===== config.mk =====
export PLATFORM = sky130hd
export DESIGN_NAME = longest_increasing_subsequence_unit
export DESIGN_NICKNAME = d
export VERILOG_FILES = /design/src/design/lis_pkg.sv /design/src/design/lis_mem.sv /design/src/design/lis_seq.sv /design/src/design/longest_increasing_subsequence_unit.sv
export SDC_FILE = /design/constraint.sdc
export NUM_CORES = 2
export LEC_CHECK = 0
export BUFFER_PORTS_ARGS = -buffer_cell sky130_fd_sc_hd__buf_2
export CORE_ASPECT_RATIO = 0.7
export CORE_UTILIZATION = 63
export CTS_BUF_LIST = sky130_fd_sc_hd__clkbuf_8 sky130_fd_sc_hd__clkbuf_16
export DETAILED_ROUTE_END_ITERATION = 10
export PLACE_DENSITY = 0.79
export SETUP_SLACK_MARGIN = 0.4
export SLEW_MARGIN = 5
export SYNTH_ARGS = -nofsm -noshare
export SYNTH_HDL_FRONTEND = slang
export SYNTH_HIERARCHICAL = 1
export SYNTH_SLANG_ARGS = --single-unit

===== constraint.sdc =====
create_clock -name aclk -period 4.7 [get_ports aclk]
set_input_delay 0.47 -clock aclk [delete_from_list [all_inputs] [get_ports aclk]]
set_output_delay 0.47 -clock aclk [all_outputs]
set_load 0.1 [all_outputs]

===== src/design/lis_pkg.sv =====
package lis_pkg;

    // Fixed widths of the stream fields.
    localparam int unsigned VALUE_OUT_W = 32;
    localparam int unsigned LEN_OUT_W   = 7;
    localparam int unsigned S_TDATA_W   = 32;
    localparam int unsigned M_TDATA_W   = 40;

    // Request from the sequencer to the output register.
    typedef struct packed {
        logic push;
        logic last;
    } lis_emit_t;

endpackage


===== src/design/lis_mem.sv =====
module lis_mem #(
    parameter int unsigned DEPTH  = 64,
    parameter int unsigned WIDTH  = 32,
    parameter int unsigned ADDR_W = 6
) (
    input  logic              aclk,
    input  logic              we,
    input  logic [ADDR_W-1:0] waddr,
    input  logic [WIDTH-1:0]  wdata,
    input  logic [ADDR_W-1:0] raddr,
    output logic [WIDTH-1:0]  rdata
);

    logic [WIDTH-1:0] mem [DEPTH];
    logic [WIDTH-1:0] rdata_reg;

    // One write port and one read port; read data is registered.
    always_ff @(posedge aclk) begin
        if (we) begin
            mem[waddr] <= wdata;
        end
        rdata_reg <= mem[raddr];
    end

    assign rdata = rdata_reg;

endmodule


===== src/design/lis_seq.sv =====
module lis_seq #(
    parameter int unsigned MAX_ITEMS  = 64,
    parameter int unsigned VALUE_BITS = 32,
    parameter int unsigned IDX_W      = 6,
    parameter int unsigned CNT_W      = 7,
    parameter int unsigned LEN_W      = 7
) (
    input  logic                    aclk,
    input  logic                    aresetn,
    // Input beats
    input  logic                    in_valid,
    output logic                    in_ready,
    input  logic [VALUE_BITS-1:0]   in_value,
    input  logic                    in_last,
    // Value memory
    output logic                    v_we,
    output logic [IDX_W-1:0]        v_waddr,
    output logic [VALUE_BITS-1:0]   v_wdata,
    output logic [IDX_W-1:0]        v_raddr,
    input  logic [VALUE_BITS-1:0]   v_rdata,
    // Length and successor memory, {length, successor}
    output logic                    l_we,
    output logic [IDX_W-1:0]        l_waddr,
    output logic [LEN_W+IDX_W-1:0]  l_wdata,
    output logic [IDX_W-1:0]        l_raddr,
    input  logic [LEN_W+IDX_W-1:0]  l_rdata,
    // Result side
    input  logic                    out_free,
    output lis_pkg::lis_emit_t      emit,
    output logic [LEN_W-1:0]        emit_len
);

    typedef enum logic [2:0] {
        ST_LOAD,
        ST_DP_HEAD,
        ST_DP_KEY,
        ST_DP_SCAN,
        ST_EM_RD,
        ST_EM_OUT
    } state_t;

    state_t                  state_reg, state_next;
    logic [CNT_W-1:0]        count_reg, count_next;
    logic [IDX_W-1:0]        i_reg, i_next;
    logic [CNT_W-1:0]        j_reg, j_next;
    logic                    pend_reg, pend_next;
    logic [IDX_W-1:0]        pidx_reg, pidx_next;
    logic [VALUE_BITS-1:0]   key_reg, key_next;
    logic [LEN_W-1:0]        top_reg, top_next;
    logic [IDX_W-1:0]        succ_reg, succ_next;
    logic [LEN_W-1:0]        best_reg, best_next;
    logic [IDX_W-1:0]        start_reg, start_next;
    logic [IDX_W-1:0]        pos_reg, pos_next;

    logic [LEN_W-1:0]        rd_len;
    logic [IDX_W-1:0]        rd_succ;
    logic [LEN_W-1:0]        len_new;
    logic                    rd_end;

    assign rd_len  = l_rdata[LEN_W+IDX_W-1:IDX_W];
    assign rd_succ = l_rdata[IDX_W-1:0];
    assign len_new = top_reg + LEN_W'(1);
    assign rd_end  = (rd_len <= LEN_W'(1));

    assign emit_len = best_reg;

    // Sequencer: load, backward DP with one compare a cycle, then chain walk.
    always_comb begin
        state_next = state_reg;
        count_next = count_reg;
        i_next     = i_reg;
        j_next     = j_reg;
        pend_next  = pend_reg;
        pidx_next  = pidx_reg;
        key_next   = key_reg;
        top_next   = top_reg;
        succ_next  = succ_reg;
        best_next  = best_reg;
        start_next = start_reg;
        pos_next   = pos_reg;

        in_ready = 1'b0;
        v_we     = 1'b0;
        v_waddr  = count_reg[IDX_W-1:0];
        v_wdata  = in_value;
        v_raddr  = i_reg;
        l_we     = 1'b0;
        l_waddr  = i_reg;
        l_wdata  = {len_new, succ_reg};
        l_raddr  = j_reg[IDX_W-1:0];
        emit     = '0;

        unique case (state_reg)
            ST_LOAD: begin
                in_ready = 1'b1;
                if (in_valid) begin
                    v_we       = 1'b1;
                    count_next = count_reg + CNT_W'(1);
                    if (in_last || (count_reg == CNT_W'(MAX_ITEMS - 1))) begin
                        i_next     = count_reg[IDX_W-1:0];
                        best_next  = '0;
                        start_next = '0;
                        state_next = ST_DP_HEAD;
                    end
                end
            end
            ST_DP_HEAD: begin
                // Fetch the value of the position being solved.
                v_raddr    = i_reg;
                j_next     = CNT_W'(i_reg) + CNT_W'(1);
                top_next   = '0;
                succ_next  = '0;
                state_next = ST_DP_KEY;
            end
            ST_DP_KEY: begin
                key_next = v_rdata;
                if (j_reg < count_reg) begin
                    v_raddr   = j_reg[IDX_W-1:0];
                    l_raddr   = j_reg[IDX_W-1:0];
                    pend_next = 1'b1;
                    pidx_next = j_reg[IDX_W-1:0];
                    j_next    = j_reg + CNT_W'(1);
                end else begin
                    pend_next = 1'b0;
                end
                state_next = ST_DP_SCAN;
            end
            ST_DP_SCAN: begin
                if (pend_reg) begin
                    // Strictly greater length keeps the earliest successor.
                    if (($signed(v_rdata) > $signed(key_reg)) && (rd_len > top_reg)) begin
                        top_next  = rd_len;
                        succ_next = pidx_reg;
                    end
                    if (j_reg < count_reg) begin
                        v_raddr   = j_reg[IDX_W-1:0];
                        l_raddr   = j_reg[IDX_W-1:0];
                        pidx_next = j_reg[IDX_W-1:0];
                        j_next    = j_reg + CNT_W'(1);
                    end else begin
                        pend_next = 1'b0;
                    end
                end else begin
                    // All successors seen: store the result for this position.
                    l_we = 1'b1;
                    if (len_new >= best_reg) begin
                        best_next  = len_new;
                        start_next = i_reg;
                    end
                    if (i_reg == '0) begin
                        pos_next   = (len_new >= best_reg) ? i_reg : start_reg;
                        state_next = ST_EM_RD;
                    end else begin
                        i_next     = i_reg - IDX_W'(1);
                        state_next = ST_DP_HEAD;
                    end
                end
            end
            ST_EM_RD: begin
                v_raddr    = pos_reg;
                l_raddr    = pos_reg;
                state_next = ST_EM_OUT;
            end
            ST_EM_OUT: begin
                v_raddr = pos_reg;
                l_raddr = pos_reg;
                if (out_free) begin
                    emit.push = 1'b1;
                    emit.last = rd_end;
                    if (rd_end) begin
                        count_next = '0;
                        state_next = ST_LOAD;
                    end else begin
                        // Fetch the successor straight away.
                        v_raddr  = rd_succ;
                        l_raddr  = rd_succ;
                        pos_next = rd_succ;
                    end
                end
            end
            default: begin
                state_next = ST_LOAD;
            end
        endcase
    end

    // State and working registers.
    always_ff @(posedge aclk) begin
        if (!aresetn) begin
            state_reg <= ST_LOAD;
            count_reg <= '0;
            pend_reg  <= 1'b0;
        end else begin
            state_reg <= state_next;
            count_reg <= count_next;
            pend_reg  <= pend_next;
        end
        i_reg     <= i_next;
        j_reg     <= j_next;
        pidx_reg  <= pidx_next;
        key_reg   <= key_next;
        top_reg   <= top_next;
        succ_reg  <= succ_next;
        best_reg  <= best_next;
        start_reg <= start_next;
        pos_reg   <= pos_next;
    end

    // The scan pointer never runs past the loaded sequence.
    assert property (@(posedge aclk) disable iff (!aresetn)
        (state_reg == ST_DP_SCAN) |-> (j_reg <= count_reg))
        else $error("DP scan pointer beyond item count");

    // A result is only pushed when the output register can take it.
    assert property (@(posedge aclk) disable iff (!aresetn)
        emit.push |-> (out_free && (state_reg == ST_EM_OUT)))
        else $error("result pushed while output busy");

    // The final beat of a run returns to loading with an empty store.
    assert property (@(posedge aclk) disable iff (!aresetn)
        (emit.push && emit.last) |=> ((state_reg == ST_LOAD) && (count_reg == '0)))
        else $error("run did not finish cleanly");

    // The reported length is a real length within the loaded sequence.
    assert property (@(posedge aclk) disable iff (!aresetn)
        (state_reg == ST_EM_OUT) |-> ((best_reg != '0) && (CNT_W'(best_reg) <= count_reg)))
        else $error("best length out of range");

endmodule


===== src/design/longest_increasing_subsequence_unit.sv =====
// The first result beat of a run is offered once the DP scan, a single compare a cycle, is done.
// Throughput: items load at one beat a cycle; results then leave at one beat a cycle while the sink is ready.
// A new sequence may load while the final result beat still waits in the output register.
// Reset (aresetn low, synchronous) empties the store and the output register; memories
// are not cleared.
module longest_increasing_subsequence_unit #(
    parameter int unsigned MAX_ITEMS  = 64,
    parameter int unsigned VALUE_BITS = 32
) (
    input  logic                              aclk,
    input  logic                              aresetn,
    // s_tdata: [31:0] item_value; s_tlast: item_last
    input  logic                              s_tvalid,
    output logic                              s_tready,
    input  logic [lis_pkg::S_TDATA_W-1:0]     s_tdata,
    input  logic                              s_tlast,
    // m_tdata: [31:0] sub_value, [38:32] sub_length, [39] zero; m_tlast: sub_last
    output logic                              m_tvalid,
    input  logic                              m_tready,
    output logic [lis_pkg::M_TDATA_W-1:0]     m_tdata,
    output logic                              m_tlast
);

    localparam int unsigned IDX_W = (MAX_ITEMS > 1) ? $clog2(MAX_ITEMS) : 1;
    localparam int unsigned CNT_W = $clog2(MAX_ITEMS + 1);
    localparam int unsigned LEN_W = $clog2(MAX_ITEMS + 1);
    localparam int unsigned VO_W  = lis_pkg::VALUE_OUT_W;
    localparam int unsigned LO_W  = lis_pkg::LEN_OUT_W;

    logic [VALUE_BITS+VO_W-1:0]  in_ext;
    logic [VALUE_BITS-1:0]       in_value;
    logic [VALUE_BITS+VO_W-1:0]  out_ext;
    logic [LEN_W+LO_W-1:0]       len_ext;

    logic                        v_we;
    logic [IDX_W-1:0]            v_waddr;
    logic [VALUE_BITS-1:0]       v_wdata;
    logic [IDX_W-1:0]            v_raddr;
    logic [VALUE_BITS-1:0]       v_rdata;
    logic                        l_we;
    logic [IDX_W-1:0]            l_waddr;
    logic [LEN_W+IDX_W-1:0]      l_wdata;
    logic [IDX_W-1:0]            l_raddr;
    logic [LEN_W+IDX_W-1:0]      l_rdata;

    logic                        out_free;
    lis_pkg::lis_emit_t          emit;
    logic [LEN_W-1:0]            emit_len;

    logic                        m_tvalid_reg;
    logic [VO_W-1:0]             value_reg;
    logic [LO_W-1:0]             length_reg;
    logic                        last_reg;

    // Fit the input value to the stored width.
    assign in_ext   = {{VALUE_BITS{1'b0}}, s_tdata[VO_W-1:0]};
    assign in_value = in_ext[VALUE_BITS-1:0];

    lis_mem #(
        .DEPTH  (MAX_ITEMS),
        .WIDTH  (VALUE_BITS),
        .ADDR_W (IDX_W)
    ) u_value_mem (
        .aclk  (aclk),
        .we    (v_we),
        .waddr (v_waddr),
        .wdata (v_wdata),
        .raddr (v_raddr),
        .rdata (v_rdata)
    );

    lis_mem #(
        .DEPTH  (MAX_ITEMS),
        .WIDTH  (LEN_W + IDX_W),
        .ADDR_W (IDX_W)
    ) u_link_mem (
        .aclk  (aclk),
        .we    (l_we),
        .waddr (l_waddr),
        .wdata (l_wdata),
        .raddr (l_raddr),
        .rdata (l_rdata)
    );

    lis_seq #(
        .MAX_ITEMS  (MAX_ITEMS),
        .VALUE_BITS (VALUE_BITS),
        .IDX_W      (IDX_W),
        .CNT_W      (CNT_W),
        .LEN_W      (LEN_W)
    ) u_seq (
        .aclk     (aclk),
        .aresetn  (aresetn),
        .in_valid (s_tvalid),
        .in_ready (s_tready),
        .in_value (in_value),
        .in_last  (s_tlast),
        .v_we     (v_we),
        .v_waddr  (v_waddr),
        .v_wdata  (v_wdata),
        .v_raddr  (v_raddr),
        .v_rdata  (v_rdata),
        .l_we     (l_we),
        .l_waddr  (l_waddr),
        .l_wdata  (l_wdata),
        .l_raddr  (l_raddr),
        .l_rdata  (l_rdata),
        .out_free (out_free),
        .emit     (emit),
        .emit_len (emit_len)
    );

    // Fit the stored value and the length to the result fields.
    assign out_ext = {{VO_W{1'b0}}, v_rdata};
    assign len_ext = {{LO_W{1'b0}}, emit_len};

    assign out_free = !m_tvalid_reg || m_tready;

    // Output register: holds one result beat until the sink takes it.
    always_ff @(posedge aclk) begin
        if (!aresetn) begin
            m_tvalid_reg <= 1'b0;
        end else if (emit.push) begin
            m_tvalid_reg <= 1'b1;
        end else if (m_tready) begin
            m_tvalid_reg <= 1'b0;
        end
        if (emit.push) begin
            value_reg  <= out_ext[VO_W-1:0];
            length_reg <= len_ext[LO_W-1:0];
            last_reg   <= emit.last;
        end
    end

    assign m_tvalid = m_tvalid_reg;
    assign m_tdata  = {1'b0, length_reg, value_reg};
    assign m_tlast  = last_reg;

endmodule


==> results.json <==
{
  "outcome": "complete, no violations",
  "path_common_cell": "mux4_2",
  "final_layout_size_suffix_gt1_frac": 0.290,
  "period_share": 0.913,
  "die_w_um": 519,
  "clk_latency_ns": 0.95,
  "grt_pass1_wl_um": 453000,
  "finish.utilization": 0.717,
  "fin_ws_ns": 0.410,
  "num_io_pins": 80,
  "portBuffers": 78,
  "maxCapViolCount": 0,
  "critPathLaunchType": "flip-flop",
  "worst_pin_slew_ns": 1.36,
  "largest_register": "u_value_mem/mem",
  "cp_data_required_time_ns": 5.50,
  "cts.sinks": 3060,
  "finalClockSkew_ns": 0.0769,
  "dp_hpwl_um": 180000,
  "slew_violations": 0,
  "grt_pass1_vias": 60973,
  "die_area_sq_um": 189000,
  "synth_edf_count": 3003,
  "drt_iter0_drc": 11785,
  "first_pass_iters": 9,
  "largest_register_ffs": 2048,
  "yosysTopAreaCellShare": 0.765,
  "place_ws_ns": -0.128,
  "place_congestion": 0.920,
  "ys_types": 75,
  "syn_avg_cell_area_sq_um": 22.2,
  "dr_total_vias": 61962,
  "htree_levels": 5,
  "syn_inst": 5313,
  "track_usage": 0.346,
  "critPathTopFamily": "compound AO/OA/AOI/OAI gates",
  "routedWlPerCell_um": 39.0,
  "fmax_mhz": 233,
  "clk_pin_slew_worst_paths_ns": 0.07,
  "crit_chain": "ha_1 > a2111o_1 > a31oi_4 > nor2_4 > a221o_4 > buf_12 > buf_16 > buf_4 > mux4_2 > mux4_2 > o22ai_1 > nor2_1",
  "cts_root_buffer": "clkbuf_16",
  "yosys_warnings": 6,
  "finalHoldViolCount": 0,
  "arrival_ns": 5.09,
  "dieHeight_um": 364,
  "slowest_stage": "mux4_2",
  "seq_area_frac_synth": 0.775,
  "drtAntennaViolNets": 0,
  "cts_buffer_depth": 4,
  "numCtsBuffers": 288,
  "synth_largest_area_cell": "edfxtp_1",
  "coreArea_sq_um": 185000,
  "wl_um": 329000,
  "synth.area.top_cells": "edfxtp_1 77%, mux4_2 15%, mux2i_1 1.2%, dfxtp_1 0.97%, nor2_1 0.80%",
  "peakVddDrop_mv": 0.447,
  "p_leak_nw": 42.6,
  "cts_tree": "done",
  "final-setup-viol-count": 0,
  "cpPeakStageDelay_ns": 0.54,
  "hold_path_class": "in -> reg",
  "p_per_area_nw_per_um2": 468,
  "fin_nets": 5822,
  "top_regs": "u_value_mem/mem: 2048 flops, u_link_mem/mem: 832 flops",
  "viasPerCell": 7.35,
  "row_count": 132,
  "synth.most_common_cell": "edfxtp_1",
  "path_max_fanout": 36,
  "grt-ovfl-total": 0,
  "ys_top_cells_by_count": "3,003 x edfxtp_1, 767 x mux4_2, 251 x nor2_1",
  "rsz0062_at_grt": "no",
  "grt_start_max_net_pins": 120,
  "start_util": 0.636,
  "hold_slack_ns": 0.148,
  "crit_type": "reg -> reg",
  "antenna_found_initial": 27,
  "synthToLayoutAreaGrowth_pct": 12.7,
  "postSynth.asyncResetShare": 0,
  "maxSlewHeadroom": 0.0914,
  "crit_path_end_kind": "flip-flop",
  "syn-cell-area_sq_um": 118000,
  "ys_ff_latch": 3060,
  "syn_nets": 5406,
  "min_period_ns": 4.29,
  "drc": 0,
  "cp_num_buf_inv": 3,
  "ys.flop_type": "edfxtp_1",
  "fillers": 9950
}
routing by layer:
metal / routed length, um / vias to the layer above / global-route usage / share of wire
met5: 56 / - / 0 / 0.00017
met3: 59100 / 976 / 0.129 / 0.18
met2: 145000 / 6210 / 0.499 / 0.44
met4: 14700 / 8 / 0.129 / 0.045
li1: - / 23132 / - / -
met1: 110000 / 31636 / 0.490 / 0.33
worst reg2reg max path: stages, from the launching register on:
cell      delay [ns]
edfxtp_1        0.42
ha_1            0.36
a2111o_1        0.46
a31oi_4         0.29
nor2_4          0.10
a221o_4         0.48
buf_12          0.21
buf_16          0.23
buf_4           0.24
mux4_2          0.44
mux4_2          0.54
o22ai_1         0.35
nor2_1          0.09
cell families after synthesis:
family,after synthesis,synth area share
compound gates,378,0.0214
xor+xnor,20,0.00149
fa+ha+maj,56,0.00595
buf+inv,371,0.0161
flops,3060,0.775
mux,923,0.160
other cells,1,0.0000318
simple gates,504,0.0200
placed cells by master, fill, tap and decap left out, types with 8 or more instances in the layout:
cell type	synthesis	final
a211oi_1	16	16
a21oi_1	110	105
a22oi_1	21	21
a311oi_1	9	9
and2_1	8	8
and3_1	22	21
buf_12	0	51
buf_2	79	77
buf_4	83	291
bufinv_16	0	17
clkbuf_16	0	302
clkinv_1	1	54
clkinv_2	0	46
dfxtp_1	57	56
diode_2	0	20
edfxtp_1	3003	3003
ha_1	56	55
inv_1	60	123
mux2_2	9	9
mux2i_1	147	146
mux4_2	767	767
nand2_1	74	73
nand2b_1	17	15
nand3_1	24	24
nand3b_1	9	9
nand4_1	10	10
nor2_1	251	185
nor2_4	0	64
nor2b_1	42	41
nor3_1	13	8
o21ai_0	27	26
o221ai_1	42	42
o22ai_1	87	74
o22ai_2	0	9
o31ai_1	9	8
xnor2_1	12	8
where the power goes:
| part | switching, W | total, W | internal, W |
|---|---|---|---|
| clock network | 0.00999 | 0.0225 | 0.0125 |
| registers | 0.000463 | 0.0310 | 0.0306 |
| logic | 0.00518 | 0.00857 | 0.00340 |
worst paths after layout:
path / cells after the start / slack [ns] / start / to
worst max-delay path: 12 / 0.41 / u_seq/j_reg[6] / u_value_mem/rdata[3]
worst min-delay path: 5 / 0.15 / s_tlast / u_seq/state_reg[0]
worst max register to register: 12 / 0.41 / u_seq/j_reg[6] / u_value_mem/rdata[3]
worst min register to register: 0 / 0.42 / u_value_mem/rdata[23] / value_reg[23]
final cells by class:
cell class	count	area, sq um	share of cell area
flip-flops and latches	3060	91300	0.687
multi-input cells	1883	25400	0.191
clock buffers	306	7580	0.0571
repair buffers	434	3880	0.0292
well taps	2479	3100	0.0234
clock inverters	189	1250	0.00941
inverters	62	233	0.00175
diodes	20	50.0	0.000377
metrics by stage:
step	setup TNS [ns]	total power [W]	instances	cell area, sq um
after floorplan	0	0.0364	5313	118000
after global placement	-0.0885	0.0393	7891	123000
after detailed placement	-0.189	0.0395	7891	123000
after CTS	0	0.0617	8394	132000
after global routing	0	0.0634	8421	133000
final	0	0.0621	8433	133000
repair_timing:
item | 4_1_cts | 5_1_grt
hold endpoints to repair | 7 | 0
pin swaps | 3 | 6
setup buffers | 4 | 15
endpoints found under the setup margin | 28 | 25
gates cloned | 1 | 3
resized for setup | 21 | 21
hold buffers | 3 | 0
Power figures use the tool's default switching activity.
